### config.mk
export PLATFORM = sky130hd
export DESIGN_NAME = s384_front
export DESIGN_NICKNAME = d
export VERILOG_FILES = /design/src/sv/s384_pkg.sv /design/src/sv/s384_front.sv
export SDC_FILE = /design/constraint.sdc
export NUM_CORES = 1
export LEC_CHECK = 0
export BUFFER_PORTS_ARGS = -buffer_cell sky130_fd_sc_hd__buf_2
export CAP_MARGIN = 10
export CORE_UTILIZATION = 41
export CTS_CLUSTER_DIAMETER = 60
export DETAILED_ROUTE_END_ITERATION = 8
export PLACE_DENSITY_LB_ADDON = 0.3
export SLEW_MARGIN = 25
export SYNTH_ARGS = -nofsm -noshare
export SYNTH_HDL_FRONTEND = slang
export SYNTH_SLANG_ARGS = --single-unit
### constraint.sdc
create_clock -name i_clk -period 2.5 [get_ports i_clk]
set_input_delay 0.375 -clock i_clk [delete_from_list [all_inputs] [get_ports i_clk]]
set_output_delay 0.375 -clock i_clk [all_outputs]
set_load 0.02 [all_outputs]
### src/sv/s384_pkg.sv
// package for the sha-384 block compression core
// holds payload structs, round constants and sigma functions; no dependencies
`default_nettype none
package s384_pkg;
    localparam int unsigned NumCfg = 8;

    typedef struct packed {
        logic [63:0] message_word;
        logic        new_message;
    } t_in_word;

    typedef struct packed {
        logic [63:0] hash_word;
        logic [2:0]  word_index;
        logic        last_word;
    } t_out_word;

    // entry of the word queue between front and back
    typedef struct packed {
        logic [63:0] data;
        logic        load_iv;
        logic        last;
    } t_q_word;

    function automatic logic [63:0] rotr(input logic [63:0] x, input int unsigned n);
        rotr = (x >> n) | (x << (64 - n));
    endfunction

    function automatic logic [63:0] bsig0(input logic [63:0] x);
        bsig0 = rotr(x, 28) ^ rotr(x, 34) ^ rotr(x, 39);
    endfunction

    function automatic logic [63:0] bsig1(input logic [63:0] x);
        bsig1 = rotr(x, 14) ^ rotr(x, 18) ^ rotr(x, 41);
    endfunction

    function automatic logic [63:0] ssig0(input logic [63:0] x);
        ssig0 = rotr(x, 1) ^ rotr(x, 8) ^ (x >> 7);
    endfunction

    function automatic logic [63:0] ssig1(input logic [63:0] x);
        ssig1 = rotr(x, 19) ^ rotr(x, 61) ^ (x >> 6);
    endfunction

    function automatic logic [63:0] round_k(input logic [6:0] t);
        logic [63:0] k;
        unique case (t)
            7'd0: k = 64'h428a2f98d728ae22; 7'd1: k = 64'h7137449123ef65cd;
            7'd2: k = 64'hb5c0fbcfec4d3b2f; 7'd3: k = 64'he9b5dba58189dbbc;
            7'd4: k = 64'h3956c25bf348b538; 7'd5: k = 64'h59f111f1b605d019;
            7'd6: k = 64'h923f82a4af194f9b; 7'd7: k = 64'hab1c5ed5da6d8118;
            7'd8: k = 64'hd807aa98a3030242; 7'd9: k = 64'h12835b0145706fbe;
            7'd10: k = 64'h243185be4ee4b28c; 7'd11: k = 64'h550c7dc3d5ffb4e2;
            7'd12: k = 64'h72be5d74f27b896f; 7'd13: k = 64'h80deb1fe3b1696b1;
            7'd14: k = 64'h9bdc06a725c71235; 7'd15: k = 64'hc19bf174cf692694;
            7'd16: k = 64'he49b69c19ef14ad2; 7'd17: k = 64'hefbe4786384f25e3;
            7'd18: k = 64'h0fc19dc68b8cd5b5; 7'd19: k = 64'h240ca1cc77ac9c65;
            7'd20: k = 64'h2de92c6f592b0275; 7'd21: k = 64'h4a7484aa6ea6e483;
            7'd22: k = 64'h5cb0a9dcbd41fbd4; 7'd23: k = 64'h76f988da831153b5;
            7'd24: k = 64'h983e5152ee66dfab; 7'd25: k = 64'ha831c66d2db43210;
            7'd26: k = 64'hb00327c898fb213f; 7'd27: k = 64'hbf597fc7beef0ee4;
            7'd28: k = 64'hc6e00bf33da88fc2; 7'd29: k = 64'hd5a79147930aa725;
            7'd30: k = 64'h06ca6351e003826f; 7'd31: k = 64'h142929670a0e6e70;
            7'd32: k = 64'h27b70a8546d22ffc; 7'd33: k = 64'h2e1b21385c26c926;
            7'd34: k = 64'h4d2c6dfc5ac42aed; 7'd35: k = 64'h53380d139d95b3df;
            7'd36: k = 64'h650a73548baf63de; 7'd37: k = 64'h766a0abb3c77b2a8;
            7'd38: k = 64'h81c2c92e47edaee6; 7'd39: k = 64'h92722c851482353b;
            7'd40: k = 64'ha2bfe8a14cf10364; 7'd41: k = 64'ha81a664bbc423001;
            7'd42: k = 64'hc24b8b70d0f89791; 7'd43: k = 64'hc76c51a30654be30;
            7'd44: k = 64'hd192e819d6ef5218; 7'd45: k = 64'hd69906245565a910;
            7'd46: k = 64'hf40e35855771202a; 7'd47: k = 64'h106aa07032bbd1b8;
            7'd48: k = 64'h19a4c116b8d2d0c8; 7'd49: k = 64'h1e376c085141ab53;
            7'd50: k = 64'h2748774cdf8eeb99; 7'd51: k = 64'h34b0bcb5e19b48a8;
            7'd52: k = 64'h391c0cb3c5c95a63; 7'd53: k = 64'h4ed8aa4ae3418acb;
            7'd54: k = 64'h5b9cca4f7763e373; 7'd55: k = 64'h682e6ff3d6b2b8a3;
            7'd56: k = 64'h748f82ee5defb2fc; 7'd57: k = 64'h78a5636f43172f60;
            7'd58: k = 64'h84c87814a1f0ab72; 7'd59: k = 64'h8cc702081a6439ec;
            7'd60: k = 64'h90befffa23631e28; 7'd61: k = 64'ha4506cebde82bde9;
            7'd62: k = 64'hbef9a3f7b2c67915; 7'd63: k = 64'hc67178f2e372532b;
            7'd64: k = 64'hca273eceea26619c; 7'd65: k = 64'hd186b8c721c0c207;
            7'd66: k = 64'heada7dd6cde0eb1e; 7'd67: k = 64'hf57d4f7fee6ed178;
            7'd68: k = 64'h06f067aa72176fba; 7'd69: k = 64'h0a637dc5a2c898a6;
            7'd70: k = 64'h113f9804bef90dae; 7'd71: k = 64'h1b710b35131c471b;
            7'd72: k = 64'h28db77f523047d84; 7'd73: k = 64'h32caab7b40c72493;
            7'd74: k = 64'h3c9ebe0a15c9bebc; 7'd75: k = 64'h431d67c49c100d4c;
            7'd76: k = 64'h4cc5d4becb3e42b6; 7'd77: k = 64'h597f299cfc657e2a;
            7'd78: k = 64'h5fcb6fab3ad6faec; 7'd79: k = 64'h6c44198c4a475817;
            default: k = 64'h0;
        endcase
        round_k = k;
    endfunction
endpackage
`default_nettype wire

### src/sv/s384_front.sv
// front end: takes message words, tracks position in the block, feeds a two-entry queue
// depends on s384_pkg
`default_nettype none
module s384_front (
    input  wire                 i_clk,
    input  wire                 i_rst_n,
    input  wire                 i_start,
    input  s384_pkg::t_in_word  i_word,
    output logic                o_busy,
    output logic                o_q_valid,
    output s384_pkg::t_q_word   o_q_word,
    input  wire                 i_q_pop
);
    import s384_pkg::*;

    logic [3:0] r_cnt, n_cnt;
    t_q_word    r_q [2];
    logic [1:0] r_fill;
    logic       r_rd, r_wr;
    logic       w_push;
    t_q_word    w_new;

    assign o_busy    = (r_fill == 2'd2);
    assign w_push    = i_start && !o_busy;
    assign o_q_valid = (r_fill != 2'd0);
    assign o_q_word  = r_q[r_rd];

    // classify the word: first of block may load iv, sixteenth closes block
    always_comb begin
        w_new.data    = i_word.message_word;
        w_new.load_iv = (r_cnt == 4'd0) && i_word.new_message;
        w_new.last    = (r_cnt == 4'd15);
        n_cnt         = r_cnt + 4'd1;
    end

    always_ff @(posedge i_clk) begin
        if (!i_rst_n) begin
            r_cnt  <= 4'd0;
            r_fill <= 2'd0;
            r_rd   <= 1'b0;
            r_wr   <= 1'b0;
        end else begin
            if (w_push) begin
                r_cnt <= n_cnt;
                r_wr  <= !r_wr;
            end
            if (i_q_pop) r_rd <= !r_rd;
            r_fill <= r_fill + {1'b0, w_push} - {1'b0, i_q_pop};
        end
    end

    // queue payload
    always_ff @(posedge i_clk) begin
        if (w_push) r_q[r_wr] <= w_new;
    end
endmodule
`default_nettype wire

==> impl_metrics.ini, run 1 <==
[run_status]
status = completed

[logic_synthesis]
synth-warning-count = 0
synth_seq_cells = 141
synth_edf_count = 132
ys_async_sr_fraction = 0
postSynthAreaPerCell_sq_um = 20.23
yosys-top-cells-area = edfxtp_1 (76%), mux2_2 (14%), dfxtp_1 (3.5%), ha_1 (0.96%), buf_6 (0.86%)
ys_types = 25
synthTopCellsByCount = edfxtp_1 (132), mux2_2 (66), dfxtp_1 (9)
synth_top_area_cell = edfxtp_1
ys.flop_type = edfxtp_1
netlist_instances = 258
synth-seq-area-share = 0.7939
syn-cell-area_sq_um = 5220
syn_nets = 331
yosysMostFrequentCell = edfxtp_1
netlist.area_leader.share = 0.7593

[route]
wl_mm = 9.201
ant_nets = 0
num_vias = 2733
dr.pass1.iters = 4
routedWlPerCell_um = 15.52
viasPerCell = 4.609
drcViolationCount = 0
drtIter0Drc = 147

[sta]
timing.fmax_ghz = 0.4672
setup_viol = 0
hold_viol_final = 0
worst_pin_slew_ns = 0.5174
drv_slew = 0
period_minus_slack_ns = 2.140
fin_worst_skew_ns = 0.005557
max_slew_margin = 0.6550
setup_tns_ns = 0
rsz0062_at_grt = no
timing.final.crit_share = 0.8561
fin_hold_ws_ns = 0.1514

[clocking]
cts_tree = built
hold_buffers = 0
clock_latency_ns = 0.41
htreeDepth = 4
numCtsBuffers = 17
ctsResizeCount = 0
cts.reportedPaths.clkPinSlew_ns = 0.06
root_buffer = clkbuf_16
cts_buffer_depth = 2
clkSinkCount = 141
cts_setup_buffers = 0

[critical_path]
slowest_delay_ns = 0.43
critPathCaptureType = output pin
required_ns = 2.12
worstPathCellList = buf_4 -> mux2_2 -> buf_2
reg2reg_from = r_fill[0]
critPathMaxFanout = 38
crit_path_top_delay_cell = buf_4
path_class = register to output pin
cp-start-kind = register
arrival_ns = 1.77

[floorplanning]
rows = 40
initial_core_util = 0.4275
die_w_um = 114.8
io_pins = 137
core_area_sq_um = 12210
fp.dieH_um = 114.8
die_area_sq_um = 13190

[hold_path]
worstHoldStart = i_word[64]
hold_class = primary input to register

[grt]
grt_usage = 0.1461
grt_start_max_net_pins = 46
antenna_found_initial = 1
grt_overflow = 0
grt_pass1_wl_mm = 13.97
grt_pass1_vias = 2855

[pwr]
leakage_nw = 2.563
powerDensity_nw_per_um2 = 953.9
worst_ir_drop_vdd_mv = 0.5928

[final_layout]
synthToLayoutAreaGrowth_pct = 29.39
drive_gt1_frac = 0.5731
fin_cells = 593
final_net_count = 484
design_area_sq_um = 6754

[place]
place_hpwl_mm = 6.013
placed_cell_area_sq_um = 6122
gp_congestion = 0.7408
port_buffers = 136
dp_cells = 560

[job]
max_cap_viol_count = 0
[cell families (layout without fill, tap and decap cells)]
family          Yosys count  after routing  synth area share
compound gates            6              6          0.005751
xor+xnor                  2              2          0.003356
fa+ha+maj                 4              4          0.009588
buf+inv                  14            180           0.01702
flops                   141            141            0.7939
mux                      68             68            0.1462
other cells               0              1                 0
simple gates             23             23           0.02421
[per-layer routing]
layer / up-vias / wire [um] / track usage
met5: - / 0 / 0
li1: 1304 / - / -
met2: 100 / 4497 / 0.2448
met3: 14 / 731 / 0.05430
met1: 1315 / 3835 / 0.1620
met4: 0 / 137 / 0.08052
[critical path, delay by kind of cell (launching register included)]
family	cells	cell delay, ns
muxes	1	0.41
buffers and inverters	2	0.59
DFF	1	0.34
[report_power, final]
| group | switching, mW | internal [mW] |
|---|---|---|
| Combinational | 0.548 | 0.351 |
| Sequential | 0.0542 | 2.84 |
| Clock | 0.890 | 1.76 |
[through the flow]
| step | power (mW) | setup slack [ns] | util |
|---|---|---|---|
| floorplan | 3.532 | 0.3939 | - |
| global placement | 3.837 | 0.7679 | 0.5013 |
| detailed placement | 3.862 | 0.7588 | 0.5013 |
| CTS | 6.515 | 0.3328 | 0.5529 |
| global route | 6.691 | 0.2760 | 0.5529 |
| finish | 6.443 | 0.3598 | 0.5531 |
[worst paths after layout]
path | to | slack, ns | cells after the start
min | r_q[1][65] | 0.15 | 1
min reg2reg | r_cnt[3] | 0.50 | 2
max | o_q_word[34] | 0.36 | 3
max reg2reg | r_q[0][33] | 0.83 | 5
[cell type report]
class | instances | area (sq um)
repair buffers | 141 | 743.2
well taps | 168 | 210.2
fillers | 1040 | 5458
multi-input cells | 103 | 991.0
diodes | 1 | 2.502
clock inverters | 13 | 196.4
clock buffers | 19 | 432.9
flip-flops and latches | 141 | 4148
inverters | 7 | 30.03
[flip-flops by register name (all words and copies together) (netlist names), named ones only]
register  count
r_fill        2
r_cnt         4
r_rd          1
r_wr          1
r_q         132
[layout by cell type (no fill, tap or decap), drive strengths merged]
| master | netlist | layout |
|---|---|---|
| or3 | 1 | 1 |
| and3 | 2 | 2 |
| bufinv | 0 | 5 |
| or2 | 1 | 1 |
| nand2 | 4 | 4 |
| nand2b | 3 | 3 |
| o21ai | 3 | 3 |
| mux2 | 66 | 66 |
| clkinv | 0 | 5 |
| diode | 0 | 1 |
| xor2 | 1 | 1 |
| nand3 | 4 | 4 |
| and2 | 2 | 2 |
| inv | 7 | 6 |
| nor3 | 3 | 3 |
| mux2i | 2 | 2 |
| dfxtp | 9 | 9 |
| buf | 7 | 141 |
| xnor2 | 1 | 1 |
| clkbuf | 0 | 19 |
| nor2 | 3 | 3 |
| edfxtp | 132 | 132 |
| a21oi | 3 | 3 |
| clkinvlp | 0 | 4 |
| ha | 4 | 4 |
Note: power is estimated with default switching activity, not from simulation.
==> run 2, diff against run 1 <==
==> constraint.sdc (replaced) <==
create_clock -name i_clk -period 2.5 [get_ports i_clk]
set_input_delay 0.25 -clock i_clk [delete_from_list [all_inputs] [get_ports i_clk]]
set_output_delay 0.25 -clock i_clk [all_outputs]
set_load 0.02 [all_outputs]
==> impl_metrics.ini, run 2 (same netlist as run 1, synthesis figures left out) <==
[run_status]
status = completed

[critical_path]
arrival_ns = 1.82
slowest_delay_ns = 0.58
path_class = register to output pin
reg2reg_from = r_fill[0]
critPathCaptureType = output pin
cp-start-kind = register
worstPathCellList = buf_4 -> mux2_2 -> buf_2
critPathMaxFanout = 27
required_ns = 2.25
crit_path_top_delay_cell = dfxtp_4

[sta]
timing.fmax_ghz = 0.4838
fin_hold_ws_ns = 0.03029
setup_tns_ns = 0
worst_pin_slew_ns = 0.5370
rsz0062_at_grt = no
timing.final.crit_share = 0.8268
drv_slew = 0
fin_worst_skew_ns = 0.004377
max_slew_margin = 0.6420
setup_viol = 0
hold_viol_final = 0
period_minus_slack_ns = 2.067

[final_layout]
reg.largest.list = r_q x132, r_cnt x4, r_fill x2
largest_register_ffs = 132
final_common_cell = buf_2
final_cell_mix = buf_2 (136), edfxtp_1 (132), mux2_2 (66), clkbuf_16 (17), dfxtp_1 (8)
final_net_count = 486
num-fill-cells = 1023
regMostFlops = r_q
diodes = 0
drive_gt1_frac = 0.5751
synthToLayoutAreaGrowth_pct = 29.12

[route]
routedWlPerCell_um = 15.55
drcViolationCount = 0
num_vias = 2722
dr.pass1.iters = 5
ant_nets = 0
viasPerCell = 4.582
drtIter0Drc = 107
wl_mm = 9.234

[grt]
grt_start_max_net_pins = 35
grt_overflow = 0
grt_pass1_wl_mm = 13.73
grt_pass1_vias = 2798
antenna_found_initial = 0
grt_usage = 0.1455

[place]
port_buffers = 136
place_hpwl_mm = 6.067
gp_congestion = 0.7761

[clocking]
cts_buffer_depth = 2
hold_buffers = 0
cts_setup_buffers = 0
htreeDepth = 4
root_buffer = clkbuf_16
numCtsBuffers = 17
cts.reportedPaths.clkPinSlew_ns = 0.06
clock_latency_ns = 0.41
cts_tree = built
ctsResizeCount = 0
clkSinkCount = 141

[floorplanning]
die_area_sq_um = 13190
initial_core_util = 0.4275
rows = 40
fp.dieH_um = 114.8
io_pins = 137
die_w_um = 114.8
core_area_sq_um = 12210

[pwr]
p_clk_frac = 0.400
powerDensity_nw_per_um2 = 938.7
p_switching_mw = 1.486
pwr-share-seq = 0.461
combPwrFrac = 0.139
p_total_mw = 6.327
worst_ir_drop_vdd_mv = 0.4780
leakage_nw = 2.572
power.internal_mw = 4.842
p_sw_frac = 0.2348

[job]
max_cap_viol_count = 0

[hold_path]
hold_class = primary input to register
worstHoldStart = i_word[4]
[run 2: per-stage QoR]
step                std cells  cell area (sq um)  worst slack (ns)    util
global placement          562               6137            0.7790  0.5026
floorplan                 258               5224            0.3939       -
detailed placement        562               6137            0.7540  0.5026
global route              594               6740            0.3386  0.5519
finish                    594               6740            0.4331  0.5519
CTS                       594               6740            0.3816  0.5519
[run 2: per-layer routing]
| layer | up-vias | track usage | wire (um) |
|---|---|---|---|
| li1 | 1310 | - | - |
| met1 | 1301 | 0.1672 | 3993 |
| met2 | 101 | 0.2339 | 4466 |
| met3 | 10 | 0.05851 | 640 |
| met4 | 0 | 0.07965 | 133 |
| met5 | - | 0 | 0 |
[run 2: path summary, 6_finish.rpt]
path / endpoint / slack [ns] / cells after the start
worst min-delay path: r_q[0][5] / 0.03 / 1
worst min register to register: r_cnt[3] / 0.49 / 2
worst max register to register: r_q[0][43] / 0.76 / 5
worst max-delay path: o_q_word[32] / 0.43 / 3
[run 2: power groups by stage]
stage	Combinational, mW	Clock (mW)	Sequential [mW]
floorplan	0.597	0	2.94
global placement	0.882	0	2.95
detailed placement	0.895	0	2.97
CTS	0.899	2.59	2.92
global route	0.950	2.69	2.93
finish	0.882	2.53	2.91
[run 2: worst max-delay path, delay by kind of cell (launching register included)]
kind	cells	cell delay, ns
flops	1	0.58
mux	1	0.36
buf+inv	2	0.45
[run 2: area by class of cell]
cell class              count  area (sq um)  area share
well taps                 168         210.2     0.03119
clock inverters            15         177.7     0.02636
flip-flops and latches    141          4148      0.6154
repair buffers            143         758.2      0.1125
multi-input cells         103         991.0      0.1470
inverters                   7         30.03    0.004455
clock buffers              17         425.4     0.06311
==> run 3, diff against run 2 <==
ABC_AREA = 1   (was not set)
clock period = 2.2 ns   (was 2.5 ns; I/O delays follow)
==> impl_metrics.ini, run 3 <==
[grt]
grt_overflow = 0
grt_usage = 0.1474
grt_pass1_wl_mm = 14.49
grt_start_max_net_pins = 53
antenna_found_initial = 1
grt_pass1_vias = 3091

[route]
routedWlPerCell_um = 14.05
ant_nets = 0
drcViolationCount = 0
wl_mm = 9.428
viasPerCell = 4.432
num_vias = 2974
drtIter0Drc = 88
dr.pass1.iters = 4

[logic_synthesis]
synthTopCellsByCount = edfxtp_1 (132), mux2_4 (40), mux2_2 (26)
synth_top_area_cell = edfxtp_1
synth_compound_gate_area_share = 0.005606
synth-seq-area-share = 0.7737
synth_top_family_by_area = multiplexers
synth-warning-count = 0
ys.flop_type = edfxtp_1
synth_seq_cells = 141
synth-xor-area-share = 0.001635
synth.mux.area_fraction = 0.1668
ys_types = 16
netlist.area_leader.share = 0.7400
syn_nets = 340
syn-cell-area_sq_um = 5356
yosys-top-cells-area = edfxtp_1 (74%), mux2_4 (11%), mux2_2 (5.5%), dfxtp_1 (3.4%), nor2_1 (1.1%)
netlist_instances = 267
yosysMostFrequentCell = edfxtp_1
postSynthAreaPerCell_sq_um = 20.06
synthSimpleGateAreaFrac = 0.02359
synth_fa_ha_area_frac = 0.009344
synth_edf_count = 132
ys_async_sr_fraction = 0

[job]
max_cap_viol_count = 0

[clocking]
clkSinkCount = 141
cts_buffer_depth = 2
clock_latency_ns = 0.41
cts_tree = built
ctsResizeCount = 0
cts.reportedPaths.clkPinSlew_ns = 0.06
root_buffer = clkbuf_16
hold_buffers = 64
htreeDepth = 4
numCtsBuffers = 17
cts_setup_buffers = 0

[final_layout]
synthToLayoutAreaGrowth_pct = 40.46
fin_cells = 671
fin_util = 0.5938
final_cell_mix = buf_2 (136), edfxtp_1 (132), dlygate4sd3_1 (64), mux2_4 (40), mux2_2 (26)
final_net_count = 558
design_area_sq_um = 7523
drive_gt1_frac = 0.4819
reg.largest.list = r_q x132, r_cnt x4, r_fill x2
final_common_cell = buf_2
num-fill-cells = 1015
seq_area_sq_um = 4148
largest_register_ffs = 132
regMostFlops = r_q
multi_input_area_sq_um = 1124

[sta]
timing.fmax_ghz = 0.5085
max_slew_margin = 0.7493
drv_slew = 0
worst_pin_slew_ns = 0.3761
period_minus_slack_ns = 1.967
setup_tns_ns = 0
setup_viol = 0
layout_setup_ws_ns = 0.2334
hold_viol_final = 0
rsz0062_at_grt = no
fin_worst_skew_ns = 0.006864
timing.final.crit_share = 0.8939

[floorplanning]
fp.dieH_um = 116.3
io_pins = 137
die_area_sq_um = 13530
die_w_um = 116.3
rows = 41
initial_core_util = 0.4227
core_area_sq_um = 12670

[hold_path]
hold_class = primary input to register
whs_path_depth = 3

[pwr]
p_switching_mw = 1.653
power.internal_mw = 5.508
leakage_nw = 2.999
p_sw_frac = 0.2309
pwr-share-seq = 0.463
p_clk_frac = 0.385
combPwrFrac = 0.152
powerDensity_nw_per_um2 = 951.8
worst_ir_drop_vdd_mv = 0.5958

[critical_path]
r2r_slack_ns = 0.46
cpLargestDelayFamily = flip-flops
critPathCaptureType = output pin
path_depth = 3
path_class = register to output pin
arrival_ns = 1.75
crit_path_top_delay_cell = dfxtp_4
worstRegToRegCells = 10
critPathBufInv = 2
worstPathCellList = buf_12 -> mux2_2 -> buf_2
cp-start-kind = register
slowest_delay_ns = 0.51
critPathMaxFanout = 30
required_ns = 1.98

[place]
gp_congestion = 0.6852
place_hpwl_mm = 5.858
dp_cells = 574
placed_cell_area_sq_um = 6300
pre_cts_ws_ns = 0.4611
port_buffers = 136

[run_status]
status = completed
run 3: final cells by class:
| type | instances | share of cell area |
|---|---|---|
| clock inverter | 8 | 0.01181 |
| timing repair buffer | 206 | 0.1883 |
| sequential | 141 | 0.5513 |
| antenna | 1 | 0.0003326 |
| multi-input combinational | 109 | 0.1493 |
| inverter | 10 | 0.004989 |
| tap | 172 | 0.02860 |
| clock buffer | 24 | 0.06536 |
run 3: routing by layer:
metal | wire length (um) | vias to the layer above | global-route usage
met5 | 0 | - | 0
met4 | 138 | 0 | 0.06154
met3 | 481 | 12 | 0.05864
met2 | 4840 | 76 | 0.2533
met1 | 3968 | 1429 | 0.1623
li1 | - | 1457 | -
run 3: per-stage QoR:
| stage | power [mW] | hold WS, ns |
|---|---|---|
| after CTS | 7.252 | 0.07045 |
| after detailed placement | 4.394 | 0.4114 |
| after global routing | 7.453 | 0.08570 |
| final | 7.161 | 0.09380 |
| after floorplan | 4.030 | 0.3135 |
| after global placement | 4.365 | 0.4072 |
run 3: worst paths after layout:
path,from,endpoint
worst max-delay path,register,o_q_word[1]
worst min-delay path,i_rst_n,r_fill[0]
worst max register to register,r_fill[0],r_fill[1]
worst min register to register,r_rd,r_rd
run 3: power groups by stage:
| stage | clock (mW) | sequential, mW | combinational, mW |
|---|---|---|---|
| final | 2.75 | 3.32 | 1.09 |
| after global placement | 0 | 3.35 | 1.01 |
| after detailed placement | 0 | 3.37 | 1.02 |
| after global routing | 2.93 | 3.34 | 1.19 |
| after CTS | 2.82 | 3.32 | 1.12 |
| after floorplan | 0 | 3.35 | 0.677 |
run 3: logic make-up after synthesis:
family,after synthesis
buf+inv,17
mux,66
compound gates,6
flops,141
simple gates,32
fa+ha+maj,4
xor+xnor,1
run 3: worst min-delay path, cell delays in order:
cell and delay (ns):
buf_2 0.15, nand2_1 0.06, inv_1 0.03
